### config.mk
export PLATFORM = sky130hd
export DESIGN_NAME = mtq_max
export DESIGN_NICKNAME = d
export VERILOG_FILES = /design/src/hw/rtl/max_tracking_queue_defines.svh /design/src/hw/rtl/mtq_pkg.sv /design/src/hw/rtl/mtq_max.sv
export SDC_FILE = /design/constraint.sdc
export NUM_CORES = 1
export LEC_CHECK = 0
export BUFFER_PORTS_ARGS = -buffer_cell sky130_fd_sc_hd__buf_2
export CAP_MARGIN = 25
export CORE_ASPECT_RATIO = 1.2
export CORE_MARGIN = 2
export CORE_UTILIZATION = 40
export DETAILED_ROUTE_END_ITERATION = 12
export PLACE_DENSITY = 0.81
export REMOVE_ABC_BUFFERS = 1
export SLEW_MARGIN = 20
export SYNTH_ARGS = -nofsm -noshare
export SYNTH_HDL_FRONTEND = slang
export SYNTH_SLANG_ARGS = --single-unit
### constraint.sdc
create_clock -name vclk -period 3.9
set_clock_uncertainty 0.2 [all_clocks]
set_input_delay 0.39 -clock vclk [all_inputs]
set_output_delay 0.39 -clock vclk [all_outputs]
set_load 0.05 [all_outputs]
### src/hw/rtl/max_tracking_queue_defines.svh
// ----------------------------------------------------------------------------
// max_tracking_queue_defines
// Assertion macros shared by the max tracking queue RTL.
// ----------------------------------------------------------------------------
`ifndef MAX_TRACKING_QUEUE_DEFINES_SVH
`define MAX_TRACKING_QUEUE_DEFINES_SVH

`ifndef ASSERT_OFF
`define MTQ_ASSERT(lbl, clk, rst, prop) \
  lbl: assert property (@(posedge clk) disable iff (rst) prop) \
    else $error("mtq assertion failed");
`define MTQ_ASSERT_ALWAYS(lbl, clk, prop) \
  lbl: assert property (@(posedge clk) prop) \
    else $error("mtq assertion failed");
`else
`define MTQ_ASSERT(lbl, clk, rst, prop)
`define MTQ_ASSERT_ALWAYS(lbl, clk, prop)
`endif

`endif

### src/hw/rtl/mtq_pkg.sv
// ----------------------------------------------------------------------------
// mtq_pkg
// Types and constants for the max tracking queue.
// ----------------------------------------------------------------------------
package mtq_pkg;

  localparam int MTQ_STACK_DEPTH = 1024;
  localparam int MTQ_DATA_W      = 64;

  localparam logic signed [MTQ_DATA_W-1:0] NEG_LIMIT = {1'b1, {(MTQ_DATA_W-1){1'b0}}};

  localparam logic [1:0] KIND_ENQUEUE = 2'd0;
  localparam logic [1:0] KIND_DEQUEUE = 2'd1;

  localparam logic [1:0] ERR_OK    = 2'd0;
  localparam logic [1:0] ERR_EMPTY = 2'd1;
  localparam logic [1:0] ERR_FULL  = 2'd2;

  // one stack entry: value and running max of it and all entries below
  typedef struct packed {
    logic signed [MTQ_DATA_W-1:0] value;
    logic signed [MTQ_DATA_W-1:0] maxv;
  } mtq_entry_t;

endpackage

### src/hw/rtl/mtq_max.sv
// ----------------------------------------------------------------------------
// mtq_max
// Shared signed maximum unit.
// ----------------------------------------------------------------------------
module mtq_max import mtq_pkg::*; (
  input  logic signed [MTQ_DATA_W-1:0] a,
  input  logic signed [MTQ_DATA_W-1:0] b,
  output logic signed [MTQ_DATA_W-1:0] y
);

  assign y = (a > b) ? a : b;

endmodule

==> flow_summary_export.csv <==
group,metric,value,unit
synthesis,ys.warnings.count,0,
synthesis,synth_largest_area_cell,"ha_1",
setup_path,end_kind,"primary output",
floorplanning,core_area,6010,um^2
synthesis,synth-compound-area-share,0.114,
setup_path,cp-startpoint,"a[62]",
floorplanning,die-area,6840,um^2
grt,antenna_found_initial,0,
timing,hold_viol,0,
layout,clkbuf_count,0,
job,cap_violations,0,
floorplanning,die_h,90.2,um
drt,drt_first_pass_iters,3,
synthesis,netlist.area_leader.share,0.323,
grt,grt_max_degree,38,
floorplanning,rows,31,
layout,fin_nets,692,
setup_path,path_common_cell,"buf_2",
setup_path,cp-endpoint,"y[25]",
floorplanning,ios,192,
setup_path,slowest_delay,0.40,ns
power,p_leak,2.16,nW
layout,ff_latch_area,0,um^2
power,ir_drop,0.126,mV
timing,period_share,0.954,
timing,timing.setup.tns,0,ns
setup_path,cp.depth,12,
synthesis,synthAdderAreaFrac,0.323,
clocking,holdBufCountCts,0,
layout,design.seq.count,0,
timing,slew_headroom,0.722,
synthesis,postSynthAreaPerCell,8.12,um^2
synthesis,synth_cell_types,29,
run_status,status,"finished clean",
power,power_density,239,nW/um^2
synthesis,synth.area.top_cells,"ha_1 (32%), mux2_2 (21%), inv_1 (10%)",
setup_path,crit_chain,"buf_2, ha_1, nand4_1, nor4_1, or3b_1, nand3_1, nor3_4, mux2i_4, buf_4, buf_12, mux2_2, buf_2",
grt,gr-total-overflow,0,
synthesis,synthXorXnorAreaFrac,0,
synthesis,synth_most_common_cell,"inv_1",
grt,grt_pass1_wl,11100,um
placed_design,io_buffers,192,
grt,grt.total_usage,0.194,
synthesis,synth_common_cells,"inv_1 (67), ha_1 (64), mux2_2 (47)",
timing,period_needed,3.72,ns
drt,wl_per_cell,13.1,um
layout,syn2layout_area_growth,45.8,%
drt,routed_wl,7580,um
layout,diodes,0,
timing,setup_viol,0,
setup_path,cp_slowest_cell,"nor4_1",
floorplanning,die_width,75.8,um
synthesis,mappedNetlistArea,2480,um^2
synthesis,synthMuxAreaShare,0.315,
synthesis,synth_top_family_by_area,"adder cells",
setup_path,arrival,3.13,ns
setup_path,cp.buffers_inverters,4,
placed_design,dpl.hpwl,6610,um
setup_path,worstPathRequired,3.31,ns
timing,drv_slew,0,
grt,grt_pass1_vias,2764,
timing,worst_slew_pin_slew,0.413,ns
drt,drt-vias-per-instance,5.04,
drt,initialDrtViolationCount,34,
hold_path,worstHoldPathType,"input pin to primary output",
placed_design,place.gp.congestion,0.783,
synthesis,netlist_instances,305,
layout,fin_util,0.601,
synthesis,ys_seq_area_frac,0,
setup_path,critical_path_class,"input pin to primary output",
drt,num_vias,2926,
timing,holdWs,1.02,ns
timing,max_clock_freq,269,MHz
drt,ant_nets,0,
setup_path,worstPathMaxFanout,19,
floorplanning,start_util,0.412,
synthesis,yosys.area_share.simple,0.119,
setup_path,critical_path.startpoint_type,"input pin",
layout,drive_above_1_share,0.520,
drt,drcViolationCount,0,
setup_path,cp_top_family,"simple AND/OR/NAND/NOR gates",
-- power by group --
part | internal [W] | switching, W | leakage [nW]
Clock | 0 | 0 | 0
Sequential | 0 | 0 | 0
Combinational | 0.000314 | 0.000549 | 2.16
-- metal layers --
layer | track usage | routed length, um | share of wire
met3 | 0.00448 | 448 | 0.059
met4 | 0.0278 | 96 | 0.013
met5 | 0 | 0 | 0
met2 | 0.402 | 4180 | 0.55
met1 | 0.204 | 2850 | 0.38
-- how the worst min path moves through the flow --
stage / from / endpoint / cells past startpoint
floorplan: a[10] / y[10] / 1
global route: b[14] / y[14] / 3
global placement: b[14] / y[14] / 3
finish: b[14] / y[14] / 3
CTS: b[14] / y[14] / 3
detailed placement: b[62] / y[62] / 3
-- stage by stage --
step	std cells	cell area [um^2]	setup WS, ns	power, W
after floorplan	299	2410	-0.409	0.000612
after global placement	576	3520	0.143	0.000814
after detailed placement	576	3520	0.0636	0.000831
after CTS	576	3520	0.0530	0.000833
after global routing	580	3610	-0.00869	0.000924
final	580	3610	0.179	0.000863
-- cell families (layout without fill, tap and decap cells) --
group	count (synthesis)	in the layout
adder cells (fa/ha/maj)	64	64
AND/OR/NAND/NOR	55	55
buffers and inverters	73	266
AO/OA/AOI/OAI	48	48
multiplexers	65	65
-- layout by cell type, fill, tap and decap left out, types with 2 or more instances in the layout --
cell / n
nor4_1: 5
mux2_4: 10
nand4_1: 12
inv_1: 67
and4_1: 2
nand3_1: 11
ha_1: 64
a21o_1: 3
buf_4: 2
mux2_2: 47
o21ai_0: 7
nor3_1: 2
mux2_1: 7
a221oi_1: 3
buf_2: 192
nand2_1: 14
a21oi_1: 27
nor2_1: 4
clkbuf_16: 2
buf_12: 3
-- tightest hold or removal path, stage by stage --
cell    delay, ns
buf_2        0.08
mux2_1       0.11
buf_2        0.25
-- cell type report --
cell class,instances,area (um^2)
multi-input combinational,232,2170
inverter,67,251
fill,526,2400
tap,82,103
timing repair buffer,199,1090
-- timing repair --
item                                    4_1_cts  5_1_grt
setup buffers                                 0        2
endpoints found under the setup margin        0       54
resized for setup                             0        3
Power figures use the tool's default switching activity.
