<file path="src/hw/rtl/max_tracking_queue_defines.svh">
// ----------------------------------------------------------------------------
// max_tracking_queue_defines
// Assertion macros shared by the max tracking queue RTL.
// ----------------------------------------------------------------------------
`ifndef MAX_TRACKING_QUEUE_DEFINES_SVH
`define MAX_TRACKING_QUEUE_DEFINES_SVH

`ifndef ASSERT_OFF
`define MTQ_ASSERT(lbl, clk, rst, prop) \
  lbl: assert property (@(posedge clk) disable iff (rst) prop) \
    else $error("mtq assertion failed");
`define MTQ_ASSERT_ALWAYS(lbl, clk, prop) \
  lbl: assert property (@(posedge clk) prop) \
    else $error("mtq assertion failed");
`else
`define MTQ_ASSERT(lbl, clk, rst, prop)
`define MTQ_ASSERT_ALWAYS(lbl, clk, prop)
`endif

`endif

</file>
<file path="src/hw/rtl/mtq_ram.sv">
// ----------------------------------------------------------------------------
// mtq_ram
// Generic simple dual-port RAM, one write and one read port, registered read.
// ----------------------------------------------------------------------------
module mtq_ram #(
  parameter int WIDTH = 8,
  parameter int DEPTH = 16,
  parameter int AW    = (DEPTH > 1) ? $clog2(DEPTH) : 1
) (
  input  logic             clk,
  input  logic             we,
  input  logic [AW-1:0]    waddr,
  input  logic [WIDTH-1:0] wdata,
  input  logic             re,
  input  logic [AW-1:0]    raddr,
  output logic [WIDTH-1:0] rdata
);

  logic [WIDTH-1:0] mem [DEPTH];

  always_ff @(posedge clk) begin
    if (we) begin
      mem[waddr] <= wdata;
    end
    if (re) begin
      rdata <= mem[raddr];
    end
  end

endmodule

</file>
<file path="config.mk">
export PLATFORM = sky130hd
export DESIGN_NAME = mtq_ram
export DESIGN_NICKNAME = d
export VERILOG_FILES = /design/src/hw/rtl/max_tracking_queue_defines.svh /design/src/hw/rtl/mtq_ram.sv
export SDC_FILE = /design/constraint.sdc
export NUM_CORES = 1
export LEC_CHECK = 0
export BUFFER_PORTS_ARGS = -buffer_cell sky130_fd_sc_hd__buf_2
export CAP_MARGIN = 20
export CELL_PAD_IN_SITES_DETAIL_PLACEMENT = 1
export CELL_PAD_IN_SITES_GLOBAL_PLACEMENT = 2
export CORE_MARGIN = 5
export CORE_UTILIZATION = 50
export DETAILED_ROUTE_END_ITERATION = 8
export PLACE_DENSITY_LB_ADDON = 0.08
export REMOVE_ABC_BUFFERS = 1
export SETUP_SLACK_MARGIN = 0.02
export SKIP_LAST_GASP = 1
export SYNTH_ARGS = -nofsm -noshare
export SYNTH_HDL_FRONTEND = slang
export SYNTH_SLANG_ARGS = --single-unit
</file>
<file path="constraint.sdc">
create_clock -name clk -period 4.48 [get_ports clk]
set_input_delay 0.896 -clock clk [delete_from_list [all_inputs] [get_ports clk]]
set_output_delay 0.896 -clock clk [all_outputs]
set_load 0.005 [all_outputs]
</file>
==> results.cfg, run 1 <==
[drt]
drc = 0
dr_total_vias = 2439
drtPass1Iterations = 4
wl_um = 10800
antenna_left = 0
viasPerCell = 5.82
drtIter0Drc = 142
wl_per_cell_um = 25.8

[power_and_ir_drop]
p_int_mw = 2.26
switching_power_mw = 0.569
p_leak_nw = 2.00
power_density_nw_per_um2 = 470
power.share.clock = 0.444
combinationalPowerShare = 0.046
ir_drop_uv = 291
power.total_mw = 2.83
p_seq_frac = 0.509
sw_frac_of_total = 0.201

[timing]
worstMarginPinSlew_ns = 0.992
hold_violations = 0
setup_slack_ns = 1.97
period_minus_slack_ns = 2.51
maxSlewViolCount = 0
rsz0062_at_grt = false
slew_headroom = 0.338
setup_viol = 0
max_clock_freq_mhz = 399
fin_skew_ns = 0.00509
finalSetupTns_ns = 0
post-route-period-util = 0.560

[logic_synthesis]
yosys-top-cells-count = 136 x edfxtp_1, 18 x mux4_2, 16 x a22oi_1, 14 x mux4_1, 13 x nor2_1
yosys_warnings = 0
synth_most_common_cell = edfxtp_1
ys.flop_type = edfxtp_1
synth_area_per_cell_um2 = 22.8
syn_area_um2 = 5230
synth_edf_count = 136
ys_ff_latch = 136
yosysUniqueCellTypes = 18
synth.yosys.seq_area_share = 0.781
async_reset_ff_frac = 0
synth_top_area_frac = 0.781
yosys.area.top_type = edfxtp_1
syn_inst = 229
ys_top_cells_by_area = edfxtp_1 78%, mux4_2 7.8%, mux4_1 7.0%

[clocking]
hold_buffers = 0
cts-resized-gates = 0
clkSlewWorstSetupHoldPaths_ns = 0.06
numCtsBuffers = 17
htreeDepth = 4
cts_tree = built
cts.path.max_buffers = 2
worstSkewPairLatency_ns = 0.51
root_buffer = clkbuf_8
clkSinkCount = 136
postCtsSetupBuffers = 0

[floorplanning]
start_util = 0.509
boundaryPins = 27
row_count = 37
core_um2 = 10300
fp.dieArea_um2 = 12600
die_y_um = 112
die_width_um = 112

[worst_setup_path]
crit_start = raddr[0]
critPathLaunchType = input port
path_class = input port to flip-flop
rr_worst_depth = 3
cp_max_fo = 30
r2r_end = rdata[0]$_DFFE_PP_
r2r-start = mem[1][0]$_DFFE_PP_
arrival_ns = 2.77
cp.required_ns = 4.74
crit_end = rdata[0]$_DFFE_PP_
r2r_slack_ns = 2.92
critPathCaptureType = flip-flop

[global_routing]
use_met1 = 0.268
antenna_found_initial = 0
use_met2 = 0.286
grt-ovfl-total = 0
grt_start_max_net_pins = 33
use_met3 = 0.0544
grt_pass1_vias = 2626
grt_pass1_wl_um = 16900
top_usage_layer = met2
grt_usage = 0.189

[worst_hold_path]
min_from = re
hp-class = input port to flip-flop

[cells_and_area]
area_growth_pct = 15.2
fin_cells = 419
finish.instance_area_um2 = 6020
nNetsFinal = 289
antennaDiodeCount = 0
drive_gt1_frac = 0.269

[run]
drv_cap = 0

[place]
finalWeightedCongestion = 0.730
io_buffers = 26
place_inst = 387
dp_hpwl_um = 6770
placed_cell_area_um2 = 5490
dp_worst_setup_slack_ns = 1.35

[outcome]
outcome = finished, final reports clean
[logic make-up after synthesis]
kind of cell | synth area share
flip-flops | 0.781
AND/OR/NAND/NOR | 0.0314
multiplexers | 0.148
AO/OA/AOI/OAI | 0.0230
buffers and inverters | 0.0165
[power groups by stage]
stage | clock (mW) | combinational (mW) | sequential, mW
final | 1.26 | 0.131 | 1.44
after global routing | 1.36 | 0.143 | 1.44
after CTS | 1.28 | 0.135 | 1.44
after detailed placement | 0 | 0.134 | 1.47
after global placement | 0 | 0.130 | 1.47
after floorplan | 0 | 0.0572 | 1.47
[per-stage QoR]
step / hold slack [ns] / utilization
after detailed placement: 0.757 / 0.534
after global placement: 0.743 / 0.534
after floorplan: 0.705 / -
after CTS: 0.729 / 0.586
after global routing: 0.729 / 0.586
final: 0.758 / 0.586
[critical path, cell delays in order]
cell,delay [ns]
buf_2,0.73
mux4_1,0.72
a22oi_1,0.30
nand2_1,0.10
[cell usage in the layout, fill, tap and decap left out, types with 2 or more instances in the layout]
| master | n |
|---|---|
| clkbuf_16 | 16 |
| bufinv_16 | 2 |
| clkinv_2 | 5 |
| nor3_1 | 4 |
| buf_4 | 6 |
| edfxtp_1 | 136 |
| nor2_1 | 13 |
| a22oi_1 | 16 |
| mux4_2 | 18 |
| nand2_1 | 9 |
| buf_2 | 26 |
| clkbuf_1 | 2 |
| mux4_1 | 14 |
| clkinv_1 | 5 |
| nand2b_1 | 2 |
| nand3b_1 | 2 |
[how the worst min path moves through the flow]
stage | end | slack [ns] | depth (start not counted)
floorplan | rdata[0]$_DFFE_PP_ | 0.70 | 3
global placement | rdata[3]$_DFFE_PP_ | 0.74 | 3
detailed placement | rdata[4]$_DFFE_PP_ | 0.76 | 3
CTS | rdata[1]$_DFFE_PP_ | 0.73 | 1
global route | rdata[1]$_DFFE_PP_ | 0.73 | 1
finish | rdata[0]$_DFFE_PP_ | 0.76 | 1
[final cells by class]
type,instances,area [um2]
Clock buffer,19,422
Sequential cell,136,4080
Multi-Input combinational cell,83,1060
Timing Repair Buffer,32,175
Clock inverter,13,111
Tap cell,136,170
Fill cell,882,4260
[per-layer routing]
layer	routed length, um	vias up	part of all wire
li1	-	1064	-
met2	5210	80	0.48
met5	0	-	0
met1	4830	1286	0.45
met4	170	0	0.016
met3	605	9	0.056
[sequential cells by signal (all words and copies together) (netlist names)]
name / flops
rdata: 8
mem: 128
(Power assumes the default switching activity.)
==> run 2: changes to the inputs <==
Settings changed: CORE_UTILIZATION 50 to 43.
Clock period 4.48 ns to 2.2 ns, I/O delays scaled along.
==> run 2 against run 1 <==
Combinational power rose by 110%. Wire length increased by 2.5%. First-iteration DRC count up 0.70%. Critical path depth rose by 1. Sequential power up 100%. Sequential share of layout area down 3.3 points. Clock skew down 0.00074 ns. Clock power rose to 2.5 times the previous value. Worst hold slack got worse by 0.36 ns. Final cell count increased by 6.2%. Via count up 1.1%. Count of clock-buffer cells in the layout decreased by 2.
==> results.cfg, run 2 (same netlist as run 1, synthesis figures left out) <==
[timing]
period_minus_slack_ns = 1.63
setup_viol = 0
finalSetupTns_ns = 0
maxSlewViolCount = 0
worstMarginPinSlew_ns = 0.472
hold_violations = 0
slew_headroom = 0.685
fin_skew_ns = 0.00435
post-route-period-util = 0.740
rsz0062_at_grt = false
max_clock_freq_mhz = 614

[power_and_ir_drop]
ir_drop_uv = 519
sw_frac_of_total = 0.194
power.total_mw = 6.41
p_leak_nw = 2.16
power_density_nw_per_um2 = 1010
p_int_mw = 5.17
combinationalPowerShare = 0.043
switching_power_mw = 1.24
power.share.clock = 0.499
p_seq_frac = 0.458

[clocking]
clkSinkCount = 136
numCtsBuffers = 17
clkSlewWorstSetupHoldPaths_ns = 0.06
cts_tree = built
cts.path.max_buffers = 2
worstSkewPairLatency_ns = 0.42
hold_buffers = 0
root_buffer = clkbuf_16
htreeDepth = 4
cts-resized-gates = 0
postCtsSetupBuffers = 0

[place]
finalWeightedCongestion = 0.720
io_buffers = 26
dp_hpwl_um = 7150

[floorplanning]
fp.dieArea_um2 = 14500
boundaryPins = 27
die_y_um = 120
core_um2 = 12000
start_util = 0.437
die_width_um = 120
row_count = 40

[cells_and_area]
area_growth_pct = 21.0
regMostFlops = mem
final_common_cell = edfxtp_1
drive_gt1_frac = 0.326
mostFrequentLayoutCells = 136 x edfxtp_1, 26 x buf_2, 18 x mux4_2, 18 x buf_4, 17 x clkbuf_16
largest_reg_flops = 128
antennaDiodeCount = 0
nNetsFinal = 304
reg_top3 = mem: 128 flops, rdata: 8 flops

[drt]
dr_total_vias = 2465
drtIter0Drc = 143
viasPerCell = 5.54
drc = 0
wl_per_cell_um = 24.9
antenna_left = 0
drtPass1Iterations = 4
wl_um = 11100

[worst_setup_path]
arrival_ns = 1.79
crit_family = multiplexers
path_class = input port to flip-flop
slowest_delay_ns = 0.57
path_buf_inv = 2
cp.required_ns = 2.36
cp_max_fo = 21
path_cells = buf_2, buf_12, mux4_1, a22oi_1, nand2_1
cp_slowest_cell = mux4_1
critPathLaunchType = input port
critPathCaptureType = flip-flop

[outcome]
outcome = finished, final reports clean

[global_routing]
grt_pass1_vias = 2667
grt_pass1_wl_um = 17200
grt-ovfl-total = 0
grt_usage = 0.168
antenna_found_initial = 0
grt_start_max_net_pins = 33

[worst_hold_path]
hp-class = input port to flip-flop

[run]
drv_cap = 0
-- run 2: cell types whose count changed in the layout (fill, tap and decap cells not counted), moves of 2 or more --
cell,delta
clkinv_2,-4
buf_4,+12
bufinv_16,+4
buf_12,+3
clkinv_4,+2
clkbuf_1,-2
clkinv_1,-4
inv_6,+3
-- run 2: final cells by class --
class	count	area, um2
fill	1047	5640
sequential	136	4080
multi-input combinational	83	1060
clock buffer	17	425
timing repair buffer	47	325
clock inverter	15	248
tap	147	184
-- run 2: power groups by stage --
stage	clock network, mW	logic, mW	registers, mW
2_1_floorplan	0	0.116	2.99
3_3_place_gp	0	0.281	2.99
3_5_place_dp	0	0.284	2.99
4_1_cts	3.26	0.285	2.94
5_1_grt	3.41	0.304	2.94
6_report	3.20	0.278	2.94
-- run 2: path summary, 6_finish.rpt --
kind | from | end | slack [ns] | cells past startpoint
setup / recovery | raddr[0] | rdata[0]$_DFFE_PP_ | 0.57 | 5
hold / removal | re | rdata[7]$_DFFE_PP_ | 0.40 | 1
setup reg to reg | mem[5][0]$_DFFE_PP_ | rdata[0]$_DFFE_PP_ | 0.66 | 3
hold reg to reg | mem[12][2]$_DFFE_PP_ | rdata[2]$_DFFE_PP_ | 0.76 | 3
-- run 2: worst reg2reg max path, cell delays in order, from the launching register on --
cell	delay (ns)
edfxtp_1	0.36
mux4_1	0.54
a22oi_1	0.28
nand2_1	0.09
-- run 2: layer usage --
metal,part of all wire,global-route usage,up-vias
li1,-,-,1094
met1,0.47,0.234,1297
met2,0.47,0.256,56
met3,0.039,0.0491,18
met4,0.014,0.0574,0
met5,0,0,-
-- run 2: metrics by stage --
step	setup slack, ns	area (um2)	hold slack, ns	instances	util
floorplan	0.267	5140	0.539	219	-
detailed placement	0.165	5650	0.749	413	0.472
global placement	0.160	5650	0.736	413	0.472
CTS	0.603	6320	0.391	445	0.529
global route	0.501	6320	0.384	445	0.529
finish	0.571	6320	0.402	445	0.529
==> run 3: changes to the inputs <==
Settings changed: CORE_UTILIZATION 43 to 48.
Clock period 2.2 ns to 1.7 ns, I/O delays scaled along.
==> run 3 against run 2 <==
Worst hold slack worse by 0.20 ns. Count of clock-buffer cells in the layout is 5 higher. Die area is 9.6% lower. Critical endpoint is now rdata[4]$_DFFE_PP_.
==> results.cfg, run 3 (same netlist as run 1, synthesis figures left out) <==
[outcome]
outcome = finished, final reports clean

[place]
placed_cell_area_um2 = 5720
place_inst = 413
dp_hpwl_um = 7130
finalWeightedCongestion = 0.691
dp_worst_setup_slack_ns = -0.291
io_buffers = 26

[cells_and_area]
area_growth_pct = 19.2
final_common_cell = edfxtp_1
finish.instance_area_um2 = 6230
antennaDiodeCount = 0
mostFrequentLayoutCells = 136 x edfxtp_1, 26 x buf_2, 23 x buf_4
fin_cells = 442
largest_reg_flops = 128
drive_gt1_frac = 0.308
finish.utilization = 0.580
reg_top3 = mem: 128 flops, rdata: 8 flops
nNetsFinal = 311
regMostFlops = mem

[power_and_ir_drop]
power.total_mw = 7.41
power_density_nw_per_um2 = 1190
switching_power_mw = 1.43
sw_frac_of_total = 0.192
ir_drop_uv = 633
p_seq_frac = 0.513
p_int_mw = 5.99
power.share.clock = 0.437
p_leak_nw = 2.13
combinationalPowerShare = 0.050

[timing]
max_clock_freq_mhz = 664
hold_violations = 0
finalSetupTns_ns = 0
period_minus_slack_ns = 1.51
setup_slack_ns = 0.195
post-route-period-util = 0.885
maxSlewViolCount = 0
holdWs_ns = 0.205
slew_headroom = 0.464
rsz0062_at_grt = false
setup_viol = 0
worstMarginPinSlew_ns = 0.801
fin_skew_ns = 0.0146

[worst_setup_path]
rr_worst_depth = 3
r2r_slack_ns = 0.19
arrival_ns = 1.76
cp_max_fo = 1
cp.required_ns = 1.95
critPathCaptureType = flip-flop
path_class = flip-flop to flip-flop
r2r_end = rdata[4]$_DFFE_PP_
critPathLaunchType = flip-flop
r2r-start = mem[8][4]$_DFFE_PP_

[floorplanning]
fp.dieArea_um2 = 13100
core_um2 = 10700
start_util = 0.486
boundaryPins = 27
die_width_um = 114
die_y_um = 114
row_count = 38

[clocking]
cts.path.max_buffers = 2
htreeDepth = 4
hold_buffers = 0
clkSinkCount = 136
cts-resized-gates = 0
root_buffer = clkbuf_8
worstSkewPairLatency_ns = 0.51
clkSlewWorstSetupHoldPaths_ns = 0.06
postCtsSetupBuffers = 0
cts_tree = built
numCtsBuffers = 17

[global_routing]
grt_usage = 0.182
grt_pass1_vias = 2741
grt_pass1_wl_um = 16400
use_met1 = 0.238
grt-ovfl-total = 0
top_usage_layer = met2
use_met2 = 0.297
antenna_found_initial = 0
use_met3 = 0.0523
grt_start_max_net_pins = 21

[drt]
drtIter0Drc = 157
wl_um = 10800
dr_total_vias = 2499
drc = 0
wl_per_cell_um = 24.4
drtPass1Iterations = 4
viasPerCell = 5.65
antenna_left = 0

[worst_hold_path]
hp-class = input port to flip-flop
holdPathEnd = mem[12][2]$_DFFE_PP_
hold_depth = 1
min_from = wdata[2]

[run]
drv_cap = 0
## run 3: cell types whose count changed in the layout (fill, tap and decap cells not counted), moves of 2 or more
| cell | before | now |
|---|---|---|
| buf_12 | 3 | 5 |
| buf_4 | 18 | 23 |
| bufinv_16 | 6 | 2 |
| clkbuf_1 | 0 | 5 |
| clkinv_1 | 1 | 4 |
| clkinv_4 | 2 | 0 |
| clkinvlp_4 | 2 | 0 |
| inv_6 | 3 | 0 |
## run 3: worst max-delay path, stage by stage, from the launching register on
cell and delay (ns):
edfxtp_1 0.40, mux4_1 0.53, a22oi_1 0.23, nand2_1 0.08
## run 3: final cells by class
class,instances,area (um2)
Tap cell,140,175
Multi-Input combinational cell,83,1060
Timing Repair Buffer,54,403
Sequential cell,136,4080
Clock inverter,7,80.1
Clock buffer,22,433
Fill cell,962,4510
## run 3: power by group through the flow
stage	Sequential, mW	Clock [mW]	Combinational, mW
after floorplan	3.86	0	0.151
after global placement	3.87	0	0.370
after detailed placement	3.87	0	0.378
after CTS	3.81	3.30	0.381
after global routing	3.81	3.48	0.401
final	3.80	3.24	0.371
## run 3: routing by layer
| layer | wire (um) | vias to the layer above |
|---|---|---|
| li1 | - | 1106 |
| met1 | 4770 | 1323 |
| met2 | 5480 | 62 |
| met3 | 454 | 8 |
| met4 | 71 | 0 |
| met5 | 0 | - |
## run 3: worst max path at each step
stage	start	depth (start not counted)	endpoint	slack (ns)
3_3_place_gp	raddr[0]	6	rdata[3]$_DFFE_PP_	-0.29
5_1_grt	mem[8][4]$_DFFE_PP_	3	rdata[4]$_DFFE_PP_	0.16
2_1_floorplan	waddr[2]	2	mem[0][0]$_DFFE_PP_	-0.13
6_report	mem[8][4]$_DFFE_PP_	3	rdata[4]$_DFFE_PP_	0.19
4_1_cts	mem[8][4]$_DFFE_PP_	3	rdata[4]$_DFFE_PP_	0.19
3_5_place_dp	raddr[0]	6	rdata[3]$_DFFE_PP_	-0.29
